$ cat config.mk
export PLATFORM = sky130hd
export DESIGN_NAME = min_heap_priority_queue_unit
export DESIGN_NICKNAME = d
export VERILOG_FILES = /design/src/design/mhpq_pkg.sv /design/src/design/mhpq_store.sv /design/src/design/min_heap_priority_queue_unit.sv
export SDC_FILE = /design/constraint.sdc
export NUM_CORES = 1
export LEC_CHECK = 0
export ABC_AREA = 1
export BUFFER_PORTS_ARGS = -buffer_cell sky130_fd_sc_hd__buf_2
export CAP_MARGIN = 20
export CORE_ASPECT_RATIO = 1.4
export CORE_MARGIN = 1.5
export CORE_UTILIZATION = 29
export CTS_CLUSTER_DIAMETER = 150
export DETAILED_ROUTE_END_ITERATION = 8
export PLACE_DENSITY = 0.5
export SKIP_CTS_REPAIR_TIMING = 1
export SYNTH_ARGS = -nofsm -noshare
export SYNTH_HDL_FRONTEND = slang
export SYNTH_SLANG_ARGS = --single-unit
export TNS_END_PERCENT = 30
$ cat constraint.sdc
create_clock -name clock -period 6 [get_ports clock]
set_input_delay 0.3 -clock clock [delete_from_list [all_inputs] [get_ports clock]]
set_output_delay 0.3 -clock clock [all_outputs]
set_load 0.05 [all_outputs]
$ cat src/design/mhpq_pkg.sv
`timescale 1ns / 1ps
`default_nettype none
// ----------------------------------------------------------------------------
// mhpq_pkg
// shared types and codes for the binary min-heap priority queue
// ----------------------------------------------------------------------------
package mhpq_pkg;

   localparam int KEY_W = 32;
   localparam int OCC_W = 5;
   localparam int STATUS_W = 2;

   localparam logic MODE_INSERT = 1'b0;
   localparam logic MODE_EXTRACT = 1'b1;

   localparam logic [STATUS_W-1:0] STATUS_OK = 2'd0;
   localparam logic [STATUS_W-1:0] STATUS_FULL = 2'd1;
   localparam logic [STATUS_W-1:0] STATUS_EMPTY = 2'd2;

   localparam logic signed [KEY_W-1:0] EMPTY_VALUE = 32'sh7FFF_FFFF;

   typedef struct packed {
      logic mode;
      logic signed [KEY_W-1:0] key;
   } req_type;

   typedef struct packed {
      logic signed [KEY_W-1:0] value;
      logic [STATUS_W-1:0] status;
      logic [OCC_W-1:0] occupancy;
   } rsp_type;

endpackage : mhpq_pkg
`default_nettype wire

$ cat src/design/mhpq_store.sv
`timescale 1ns / 1ps
`default_nettype none
// ----------------------------------------------------------------------------
// mhpq_store
// heap key storage: one write port, two registered read ports
// ----------------------------------------------------------------------------
module mhpq_store
   import mhpq_pkg::*;
#(
   parameter int DEPTH = 16,
   parameter int AW = 4
) (
   input wire logic clock,
   input wire logic wr_en,
   input wire logic [AW-1:0] wr_addr,
   input wire logic signed [KEY_W-1:0] wr_data,
   input wire logic rd_en,
   input wire logic [AW-1:0] rd_addr_a,
   input wire logic [AW-1:0] rd_addr_b,
   output logic signed [KEY_W-1:0] rd_data_a,
   output logic signed [KEY_W-1:0] rd_data_b
);

   logic signed [KEY_W-1:0] mem [DEPTH];

   always_ff @(posedge clock) begin
      if (wr_en) begin
         mem[wr_addr] <= wr_data;
      end
   end

   always_ff @(posedge clock) begin
      if (rd_en) begin
         rd_data_a <= mem[rd_addr_a];
         rd_data_b <= mem[rd_addr_b];
      end
   end

endmodule : mhpq_store
`default_nettype wire

$ cat src/design/min_heap_priority_queue_unit.sv
`timescale 1ns / 1ps
`default_nettype none
// ----------------------------------------------------------------------------
// min_heap_priority_queue_unit
// binary min-heap of signed 32-bit keys with insert and extract-minimum
// ----------------------------------------------------------------------------
// latency depends on the path: a dropped insert or an empty extract answers in idle;
//   the last key answers from S_EXT_LD; an insert climbs by S_UP_RD, S_UP_CMP per level,
//   an extract sinks by S_DN_RD, S_DN_CMP per level after S_EXT_RD, S_EXT_LD; then S_FIN
// throughput: one request at a time, busy drops as the result strobe is registered
// the receiver cannot stall, rsp_valid is a single-cycle strobe
// reset: synchronous, clears the key count and the controller, not the store
module min_heap_priority_queue_unit
   import mhpq_pkg::*;
#(
   parameter int CAPACITY = 16
) (
   input wire logic clock,
   input wire logic reset,
   input wire logic start,
   output logic busy,
   input wire req_type req_item,
   output logic rsp_valid,
   output rsp_type rsp_item
);

   localparam int AW = (CAPACITY > 1) ? $clog2(CAPACITY) : 1;
   localparam int CW = $clog2(CAPACITY + 1);
   localparam int XW = AW + 2;

   // controller state codes
   localparam logic [2:0] S_IDLE = 3'd0;
   localparam logic [2:0] S_UP_RD = 3'd1;
   localparam logic [2:0] S_UP_CMP = 3'd2;
   localparam logic [2:0] S_EXT_RD = 3'd3;
   localparam logic [2:0] S_EXT_LD = 3'd4;
   localparam logic [2:0] S_DN_RD = 3'd5;
   localparam logic [2:0] S_DN_CMP = 3'd6;
   localparam logic [2:0] S_FIN = 3'd7;

   // control registers
   logic [2:0] state_ff, state_in;
   logic [CW-1:0] count_ff, count_in;
   logic rsp_valid_ff, rsp_valid_in;

   // datapath registers
   logic [AW-1:0] pos_ff, pos_in;          // hole being moved through the heap
   logic signed [KEY_W-1:0] key_ff, key_in; // key that travels with the hole
   logic signed [KEY_W-1:0] value_ff, value_in;
   logic rc_ok_ff, rc_ok_in;               // right child exists
   rsp_type rsp_ff, rsp_in;

   // store ports
   logic wr_en;
   logic [AW-1:0] wr_addr;
   logic signed [KEY_W-1:0] wr_data;
   logic rd_en;
   logic [AW-1:0] rd_addr_a, rd_addr_b;
   logic signed [KEY_W-1:0] rd_data_a, rd_data_b;

   // index arithmetic
   logic [AW-1:0] parent_idx;
   logic [XW-1:0] pos_x, count_x, left_x, right_x;
   logic [AW-1:0] left_idx, right_idx;
   logic take_right;
   logic signed [KEY_W-1:0] best_key;
   logic [AW-1:0] best_idx;
   logic accept;

   mhpq_store #(
      .DEPTH(CAPACITY),
      .AW(AW)
   ) u_store (
      .clock(clock),
      .wr_en(wr_en),
      .wr_addr(wr_addr),
      .wr_data(wr_data),
      .rd_en(rd_en),
      .rd_addr_a(rd_addr_a),
      .rd_addr_b(rd_addr_b),
      .rd_data_a(rd_data_a),
      .rd_data_b(rd_data_b)
   );

   assign busy = (state_ff != S_IDLE);
   assign accept = start && !busy;
   assign rsp_valid = rsp_valid_ff;
   assign rsp_item = rsp_ff;

   // parent (i-1)/2 and children 2i+1, 2i+2, children kept two bits wider
   assign parent_idx = AW'((pos_ff - AW'(1)) >> 1);
   assign pos_x = XW'(pos_ff);
   assign count_x = XW'(count_ff);
   assign left_x = (pos_x << 1) + XW'(1);
   assign right_x = (pos_x << 1) + XW'(2);
   assign left_idx = left_x[AW-1:0];
   assign right_idx = right_x[AW-1:0];

   // smaller child that exists, left wins a tie
   assign take_right = rc_ok_ff && (rd_data_b < rd_data_a);
   assign best_key = take_right ? rd_data_b : rd_data_a;
   assign best_idx = take_right ? right_idx : left_idx;

   always_comb begin
      state_in = state_ff;
      count_in = count_ff;
      pos_in = pos_ff;
      key_in = key_ff;
      value_in = value_ff;
      rc_ok_in = rc_ok_ff;
      rsp_valid_in = 1'b0;
      rsp_in = rsp_ff;
      wr_en = 1'b0;
      wr_addr = pos_ff;
      wr_data = key_ff;
      rd_en = 1'b0;
      rd_addr_a = '0;
      rd_addr_b = '0;

      case (state_ff)
         S_IDLE: begin
            if (accept) begin
               if (req_item.mode == MODE_INSERT) begin
                  if (count_ff == CW'(CAPACITY)) begin
                     // full: drop the key, answer at once
                     rsp_valid_in = 1'b1;
                     rsp_in.value = '0;
                     rsp_in.status = STATUS_FULL;
                     rsp_in.occupancy = OCC_W'(count_ff);
                  end else begin
                     pos_in = count_ff[AW-1:0];
                     count_in = count_ff + CW'(1);
                     key_in = req_item.key;
                     value_in = '0;
                     state_in = (count_ff == '0) ? S_FIN : S_UP_RD;
                  end
               end else begin
                  if (count_ff == '0) begin
                     rsp_valid_in = 1'b1;
                     rsp_in.value = EMPTY_VALUE;
                     rsp_in.status = STATUS_EMPTY;
                     rsp_in.occupancy = OCC_W'(count_ff);
                  end else begin
                     state_in = S_EXT_RD;
                  end
               end
            end
         end
         S_UP_RD: begin
            rd_en = 1'b1;
            rd_addr_a = parent_idx;
            state_in = S_UP_CMP;
         end
         S_UP_CMP: begin
            if (key_ff < rd_data_a) begin
               // pull the parent down into the hole
               wr_en = 1'b1;
               wr_data = rd_data_a;
               pos_in = parent_idx;
               state_in = (parent_idx == '0) ? S_FIN : S_UP_RD;
            end else begin
               state_in = S_FIN;
            end
         end
         S_EXT_RD: begin
            // root and last entry together
            rd_en = 1'b1;
            rd_addr_a = '0;
            rd_addr_b = AW'(count_ff - CW'(1));
            count_in = count_ff - CW'(1);
            state_in = S_EXT_LD;
         end
         S_EXT_LD: begin
            value_in = rd_data_a;
            key_in = rd_data_b;
            pos_in = '0;
            if (count_ff == '0) begin
               // last key taken, nothing to restore
               rsp_valid_in = 1'b1;
               rsp_in.value = rd_data_a;
               rsp_in.status = STATUS_OK;
               rsp_in.occupancy = OCC_W'(count_ff);
               state_in = S_IDLE;
            end else begin
               state_in = S_DN_RD;
            end
         end
         S_DN_RD: begin
            if (left_x >= count_x) begin
               state_in = S_FIN;
            end else begin
               rd_en = 1'b1;
               rd_addr_a = left_idx;
               rc_ok_in = (right_x < count_x);
               rd_addr_b = (right_x < count_x) ? right_idx : left_idx;
               state_in = S_DN_CMP;
            end
         end
         S_DN_CMP: begin
            if (best_key < key_ff) begin
               // push the smaller child up into the hole
               wr_en = 1'b1;
               wr_data = best_key;
               pos_in = best_idx;
               state_in = S_DN_RD;
            end else begin
               state_in = S_FIN;
            end
         end
         S_FIN: begin
            // settle the travelling key and report
            wr_en = 1'b1;
            rsp_valid_in = 1'b1;
            rsp_in.value = value_ff;
            rsp_in.status = STATUS_OK;
            rsp_in.occupancy = OCC_W'(count_ff);
            state_in = S_IDLE;
         end
         default: begin
            state_in = S_IDLE;
         end
      endcase
   end

   always_ff @(posedge clock) begin
      if (reset) begin
         state_ff <= S_IDLE;
         count_ff <= '0;
         rsp_valid_ff <= 1'b0;
      end else begin
         state_ff <= state_in;
         count_ff <= count_in;
         rsp_valid_ff <= rsp_valid_in;
      end
   end

   always_ff @(posedge clock) begin
      pos_ff <= pos_in;
      key_ff <= key_in;
      value_ff <= value_in;
      rc_ok_ff <= rc_ok_in;
      rsp_ff <= rsp_in;
   end

`ifndef SYNTH
   // a result only shows once the controller is back in idle
   a_rsp_when_idle: assert property (@(posedge clock) disable iff (reset)
      rsp_valid |-> !busy)
      else $error("result strobe while busy");

   // the key count never passes the capacity
   a_count_bound: assert property (@(posedge clock) disable iff (reset)
      count_ff <= CW'(CAPACITY))
      else $error("key count above capacity");

   // an accepted request either answers at once or occupies the controller
   a_accept_progress: assert property (@(posedge clock) disable iff (reset)
      accept |=> (busy || rsp_valid))
      else $error("accepted request lost");

   // a dropped insert only happens on a full heap
   a_full_status: assert property (@(posedge clock) disable iff (reset)
      (rsp_valid && (rsp_item.status == STATUS_FULL)) |-> (count_ff == CW'(CAPACITY)))
      else $error("full status with free slots");
`endif

endmodule : min_heap_priority_queue_unit
`default_nettype wire
==> qor.yml, run 1 <==
global_routing:
  grt_max_degree: 129
  grt_pass1_vias: 27100
  grt_overflow: 0
  grt_use_total_pct: 17.8
  antenna_found_initial: 4
  grt_pass1_wl_um: 171000
drt:
  drcViolationCount: 0
  totalWireLength_um: 115000
  via_per_inst: 5.16
  dr.pass1.iters: 6
  drt_iter0_markers: 1877
  wire_per_inst_um: 21.1
  ant_nets: 0
  vias: 28000
sta:
  tns_ps: 0
  fin_hold_ws_ps: -48.4
  layout_setup_ws_ps: 580
  finalHoldViolations: 5
  final_max_slew_viol_count: 0
  tightest_slew_ps: 953
  fin_skew_ps: 19.4
  maxSlewHeadroom_pct: 36.3
  min_period_over_period_pct: 90.3
  fmax_mhz: 184
  rsz0062_at_grt: "no"
  min_period_ps: 5420
  setup_viol: 0
final_layout:
  areaGrowthSynthToFinish_pct: 14.6
  nets: 3894
  layout-drive-gt1-share_pct: 9.05
  layout_commonest_cell: "nand2_1"
  final_cell_mix: "nand2_1, edfxtp_1, o21ai_0"
power_and_ir_drop:
  powerDensity_mw_per_mm2: 500
  clockPowerShare_pct: 21.2
  p_leak_nw: 14.9
  power.total_w: 0.0208
  internal_power_w: 0.0119
  seqPwrFrac_pct: 36.1
  p_sw_share_pct: 42.5
  ir_drop_mv: 0.530
  switchingPower_w: 0.00883
  power_frac_comb_pct: 42.7
min_path:
  hold_depth: 3
  min_path_type: "in2reg"
worst_setup_path:
  path_class: "reg2reg"
  arrival_ps: 5700
  r2r_cells: 25
  crit_path_max_fanout: 68
  required_ps: 6280
  worst_setup_path_end_kind: "flop"
  critPathLaunchType: "flop"
clock_network:
  h-tree-depth: 3
  cts.reportedPaths.clkPinSlew_ps: 60
  clk_latency_ps: 670
  cts_inserted_buffers: 70
  clk_path_buf_depth: 3
  cts.sinks: 693
  cts_root_buf: "clkbuf_16"
  cts_tree: "built"
synthesis:
  synth_top_area_cell: "edfxtp_1"
  ys_seq_area_share_pct: 57.2
  ys_ff_latch: 693
  synth_nets: 3856
  ys_warn_count: 0
  async_flop_share_pct: 0
  synthTopCellsByArea: "edfxtp_1, nand2_1, o21ai_0"
  synth.avg_cell_area_sq_um: 9.77
  synthesis.area_sq_mm: 0.0363
  netlist_instances: 3712
  ys_types: 46
  synth_enable_flop_cells: 684
  yosysTopAreaCellShare_pct: 56.7
  synth_flop_cell: "edfxtp_1"
floorplan:
  dieWidth_um: 302
  ios: 77
  start_util_pct: 29.2
  num_rows: 153
  core_area_sq_mm: 0.124
  dieArea_sq_mm: 0.127
  die_h_um: 421
status:
  outcome: "finished with violations"
  violations: "negative hold slack"
placement:
  place_congestion: 0.867
  hpwl_um: 73600
  place_ws_ps: 560
  portBuffers: 76
job:
  maxCapViolCount: 0
[worst max-delay path, cell delays in order, from the launching register on]
cell	delay, ps
edfxtp_1	390
inv_1	100
ha_1	310
nand2_1	80
inv_1	60
nand3_1	140
nor3_1	310
nand2_1	130
nand2_1	150
nand2_1	90
nand3_1	120
nand3_2	110
buf_12	220
o21ai_0	260
ha_1	290
a21oi_1	300
a31oi_1	140
a2111oi_0	300
nand2_1	190
nand2_2	140
nand2_2	80
nand2_2	80
nand3_2	70
buf_4	280
a21oi_4	180
buf_4	430
[routing by layer]
metal  vias to the layer above  GRT usage [%]  routed length, um
li1                      13300              -                  -
met1                     13700           22.1              48300
met2                       786           31.6              57600
met3                       182           1.67               5130
met4                         0           6.53               3580
met5                         -              0                  0
[cells by family after synthesis]
family                     count (synthesis)  share of synthesized area, %
adders and majority gates                108                          3.73
DFF                                      693                          57.2
AOI/OAI and AO/OA                       1121                          19.3
buffers and inverters                    671                          7.35
xor gates and xnor gates                   7                         0.169
and+or+nand+nor                         1112                          12.3
[registers in the layout, summed over array words and instances, names as in the netlist, 4 cells and up]
name and flops:
u_store.mem 512, rsp_item 39, pos_ff 4, u_store.rd_data_a 32
value_ff 32, key_ff 32, count_ff 5, u_store.rd_data_b 32
[stage by stage]
step | utilization, % | area, sq um | std cells
floorplan | - | 36300 | 3712
global placement | 31.5 | 39000 | 5278
detailed placement | 31.5 | 39100 | 5279
CTS | 33.3 | 41300 | 5404
global route | 33.5 | 41500 | 5430
finish | 33.5 | 41600 | 5431
[path summary, 6_finish.rpt]
path / startpoint / endpoint / slack [ps]
setup / recovery: u_store.rd_data_a[15]$_DFFE_PP_ / u_store.mem[10][24]$_DFFE_PP_ / 580
hold / removal: req_item[31] / key_ff[31]$_DFFE_PP_ / -50
setup reg to reg: u_store.rd_data_a[15]$_DFFE_PP_ / u_store.mem[10][24]$_DFFE_PP_ / 580
hold reg to reg: count_ff[4]$_SDFFE_PP0P_ / rsp_item[4]$_DFFE_PP_ / 510
[synth_stat cells (9+ instances only)]
library cell,n
o211ai_1,255
nor2_1,250
o21ai_1,28
ha_1,108
buf_2,68
nand3b_1,17
o22a_1,11
a211oi_1,144
edfxtp_1,684
o21ai_0,478
dfxtp_1,9
a31oi_1,37
nand2_1,698
clkbuf_1,168
a21oi_2,10
nand3_1,105
inv_1,411
a211o_1,31
nor3_1,20
o22ai_1,52
a21oi_1,58
[power groups by stage]
stage / Clock (W) / Combinational (W) / Sequential (W)
floorplan: 0 / 0.00527 / 0.00776
global placement: 0 / 0.00881 / 0.00760
detailed placement: 0 / 0.00883 / 0.00760
CTS: 0.00450 / 0.00886 / 0.00750
global route: 0.00464 / 0.00975 / 0.00757
finish: 0.00440 / 0.00887 / 0.00751
[final cells by class]
type / instances / area (sq um)
inverter: 418 / 1570
antenna: 1 / 2.50
tap: 1627 / 2040
multi-input combinational: 2348 / 13100
clock buffer: 81 / 1790
clock inverter: 44 / 429
sequential: 693 / 20700
fill: 12500 / 82500
timing repair buffer: 219 / 1880
Note: power is estimated with default switching activity, not from simulation.
==> inputs of run 2 (changes only) <==
--- a/config.mk
+++ b/config.mk
@@ -5,15 +5,14 @@
 export SDC_FILE = /design/constraint.sdc
 export NUM_CORES = 1
 export LEC_CHECK = 0
-export ABC_AREA = 1
 export BUFFER_PORTS_ARGS = -buffer_cell sky130_fd_sc_hd__buf_2
 export CAP_MARGIN = 20
 export CORE_ASPECT_RATIO = 1.4
 export CORE_MARGIN = 1.5
-export CORE_UTILIZATION = 29
+export CORE_UTILIZATION = 50
 export CTS_CLUSTER_DIAMETER = 150
 export DETAILED_ROUTE_END_ITERATION = 8
-export PLACE_DENSITY = 0.5
+export PLACE_DENSITY = 0.73
 export SKIP_CTS_REPAIR_TIMING = 1
 export SYNTH_ARGS = -nofsm -noshare
 export SYNTH_HDL_FRONTEND = slang
==> run 2 against run 1 <==
The run now ends clean; clock power decreased by 7.3%; core utilization up 24 points; sequential cell count stayed put; sequential power is 4.4% lower; non-clock buffer count rose by 56; power decreased by 4.6%; worst hold slack gained 99 ps; critical path type unchanged; highest routed layer is now met5.
==> qor.yml, run 2 <==
synthesis:
  synth_flop_cell: "edfxtp_1"
  synth_nets: 3404
  ys_types: 64
  async_flop_share_pct: 0
  yosysTopAreaCellShare_pct: 58.2
  ys_ff_latch: 693
  ys_seq_area_share_pct: 58.7
  synth.avg_cell_area_sq_um: 10.8
  synthesis.area_sq_mm: 0.0353
  yosysMostFrequentCell: "nand2_1"
  synthTopCellsByArea: "edfxtp_1, nand2_1, a211oi_1"
  synth_top_area_cell: "edfxtp_1"
  netlist_instances: 3260
  synth_common_cells: "nand2_1, edfxtp_1, a211oi_1"
  synth_enable_flop_cells: 684
  ys_warn_count: 0
final_layout:
  regMostFlops: "u_store.mem"
  layout_commonest_cell: "nand2_1"
  layout-drive-gt1-share_pct: 12.2
  largest_reg_flops: 512
  areaGrowthSynthToFinish_pct: 14.4
  final_core_util_pct: 57.6
  nets: 3501
  n_fill_cell: 5550
  fin_cells: 4342
  final_area_sq_mm: 0.0404
  final_cell_mix: "nand2_1, edfxtp_1, a211oi_1"
sta:
  rsz0062_at_grt: "no"
  min_period_over_period_pct: 97.0
  tightest_slew_ps: 933
  fin_skew_ps: 25.6
  setup_viol: 0
  min_period_ps: 5820
  fmax_mhz: 172
  finalHoldViolations: 0
  layout_setup_ws_ps: 178
  maxSlewHeadroom_pct: 37.7
  final_max_slew_viol_count: 0
global_routing:
  grt_use_total_pct: 28.2
  met2_usage_pct: 47.9
  grt_max_degree: 129
  use_met3_pct: 4.38
  grt_pass1_wl_um: 154000
  grtUsageMet1_pct: 35.1
  grt_pass1_vias: 25900
  grt_overflow: 0
  antenna_found_initial: 4
  busiest_layer: "met2"
power_and_ir_drop:
  p_sw_share_pct: 40.0
  ir_drop_mv: 0.272
  seqPwrFrac_pct: 36.2
  powerDensity_mw_per_mm2: 491
  p_leak_nw: 14.6
  internal_power_w: 0.0119
  switchingPower_w: 0.00793
  power_frac_comb_pct: 43.2
  clockPowerShare_pct: 20.6
worst_setup_path:
  arrival_ps: 6210
  path_cells: "ha_1 > a211o_1 > a31oi_1 > o221ai_1 > a211o_1 > a21oi_2 > xnor2_1 > and2_2 > buf_4 > o21ai_0 > ha_1 > nand4_1 > nor2_4 > nand2_1 > or4_4 > nand2b_1 > o21ai_0 > a21oi_2 > buf_4 > buf_4 > nand2b_1 > o211ai_1 > buf_4"
  worst_setup_path_end_kind: "flop"
  setup.worst_path.start: "u_store.rd_data_b[2]$_DFFE_PP_"
  crit_slowest_cell: "or4_4"
  required_ps: 6390
  crit_path_max_fanout: 24
  r2r_setup_slack_ps: 180
  r2r-end: "u_store.mem[13][7]$_DFFE_PP_"
  reg2reg_from: "u_store.rd_data_b[2]$_DFFE_PP_"
  path_class: "reg2reg"
  crit_path_end: "u_store.mem[13][7]$_DFFE_PP_"
  r2r_cells: 23
  critPathLaunchType: "flop"
  cpMostUsedCell: "buf_4"
  cp_slowest_stage_delay_ps: 590
floorplan:
  die_h_um: 317
  ios: 77
  dieWidth_um: 227
  dieArea_sq_mm: 0.0722
  num_rows: 115
  core_area_sq_mm: 0.0701
  start_util_pct: 50.3
drt:
  totalWireLength_um: 104000
  drt_iter0_markers: 3326
  drcViolationCount: 0
  via_per_inst: 6.33
  dr.pass1.iters: 6
  vias: 27500
  ant_nets: 0
  wire_per_inst_um: 23.9
placement:
  place_ws_ps: -176
  portBuffers: 76
  hpwl_um: 66200
  place_congestion: 0.973
  postPlaceCellArea_sq_mm: 0.0379
  placed_cells: 4195
status:
  outcome: "finished, final reports clean"
min_path:
  min_path_type: "in2reg"
  hold_depth: 2
clock_network:
  cts.sinks: 693
  cts_inserted_buffers: 60
  h-tree-depth: 2
  cts_root_buf: "clkbuf_16"
  clk_path_buf_depth: 3
  cts.reportedPaths.clkPinSlew_ps: 70
  clk_latency_ps: 670
  cts_tree: "built"
job:
  maxCapViolCount: 0
run 2: cell types whose count changed after synthesis, moves of 93 or more:
cell	change
inv_1	-336
o211ai_1	-228
nand2_1	+96
nor2_1	-209
and2_1	+135
a31oi_1	+93
o21ai_0	-351
run 2: worst min path at each step:
stage,slack [ps],start,to
2_1_floorplan,410,count_ff[2]$_SDFFE_PP0P_,rsp_item[2]$_DFFE_PP_
3_3_place_gp,500,value_ff[31]$_SDFFCE_PN0P_,rsp_item[38]$_DFFE_PP_
3_5_place_dp,510,value_ff[13]$_SDFFCE_PN0P_,rsp_item[20]$_DFFE_PP_
4_1_cts,-80,req_item[5],key_ff[5]$_DFFE_PP_
5_1_grt,60,req_item[32],rsp_item[5]$_DFFE_PP_
6_report,50,req_item[32],rsp_item[5]$_DFFE_PP_
run 2: power by group through the flow:
stage / Combinational (W) / Clock [W] / Sequential (W)
after floorplan: 0.00495 / 0 / 0.00752
after detailed placement: 0.00824 / 0 / 0.00726
after CTS: 0.00829 / 0.00411 / 0.00716
after global routing: 0.00923 / 0.00427 / 0.00724
after global placement: 0.00815 / 0 / 0.00724
final: 0.00855 / 0.00408 / 0.00718
run 2: kinds of logic (layout without fill, tap and decap cells):
kind of cell             Yosys count  count (layout)  synth area share (%)
other                              0               1                     0
multiplexers                      38              38                  1.20
XOR/XNOR                          14              14                 0.348
AND/OR/NAND/NOR                 1244            1244                  15.9
adder cells (fa/ha/maj)          108             108                  3.83
flip-flops                       693             693                  58.7
buffers and inverters            317             461                  3.56
AO/OA/AOI/OAI                    846             847                  16.5
run 2: through the flow:
| stage | power [W] | hold WS (ps) | TNS, ps |
|---|---|---|---|
| 2_1_floorplan | 0.0125 | 406 | -214 |
| 3_3_place_gp | 0.0154 | 504 | -2700 |
| 3_5_place_dp | 0.0155 | 514 | -8080 |
| 4_1_cts | 0.0196 | -81.1 | -9240 |
| 5_1_grt | 0.0207 | 58.8 | 0 |
| 6_report | 0.0198 | 50.8 | 0 |
run 2: area by class of cell:
type	instances	area (sq um)	share of cell area (%)
Sequential cell	693	20700	51.3
Multi-Input combinational cell	2251	13500	33.6
Timing Repair Buffer	275	2610	6.47
Clock buffer	73	1590	3.95
Tap cell	936	1170	2.90
Clock inverter	37	433	1.07
Inverter	76	285	0.707
Antenna cell	1	2.50	0.00620
run 2: critical path, delay by kind of cell (launching register included):
family,cells,cell delay (ps)
adders and majority gates,2,660
xor gates and xnor gates,1,140
buffers and inverters,4,900
DFF,1,410
and+or+nand+nor,7,1550
AOI/OAI and AO/OA,9,1850
run 2: per-layer routing:
| layer | share of wire (%) | vias up |
|---|---|---|
| met5 | 0.026 | - |
| met1 | 37 | 13300 |
| li1 | - | 12300 |
| met2 | 49 | 1554 |
| met3 | 8.9 | 319 |
| met4 | 5.3 | 4 |
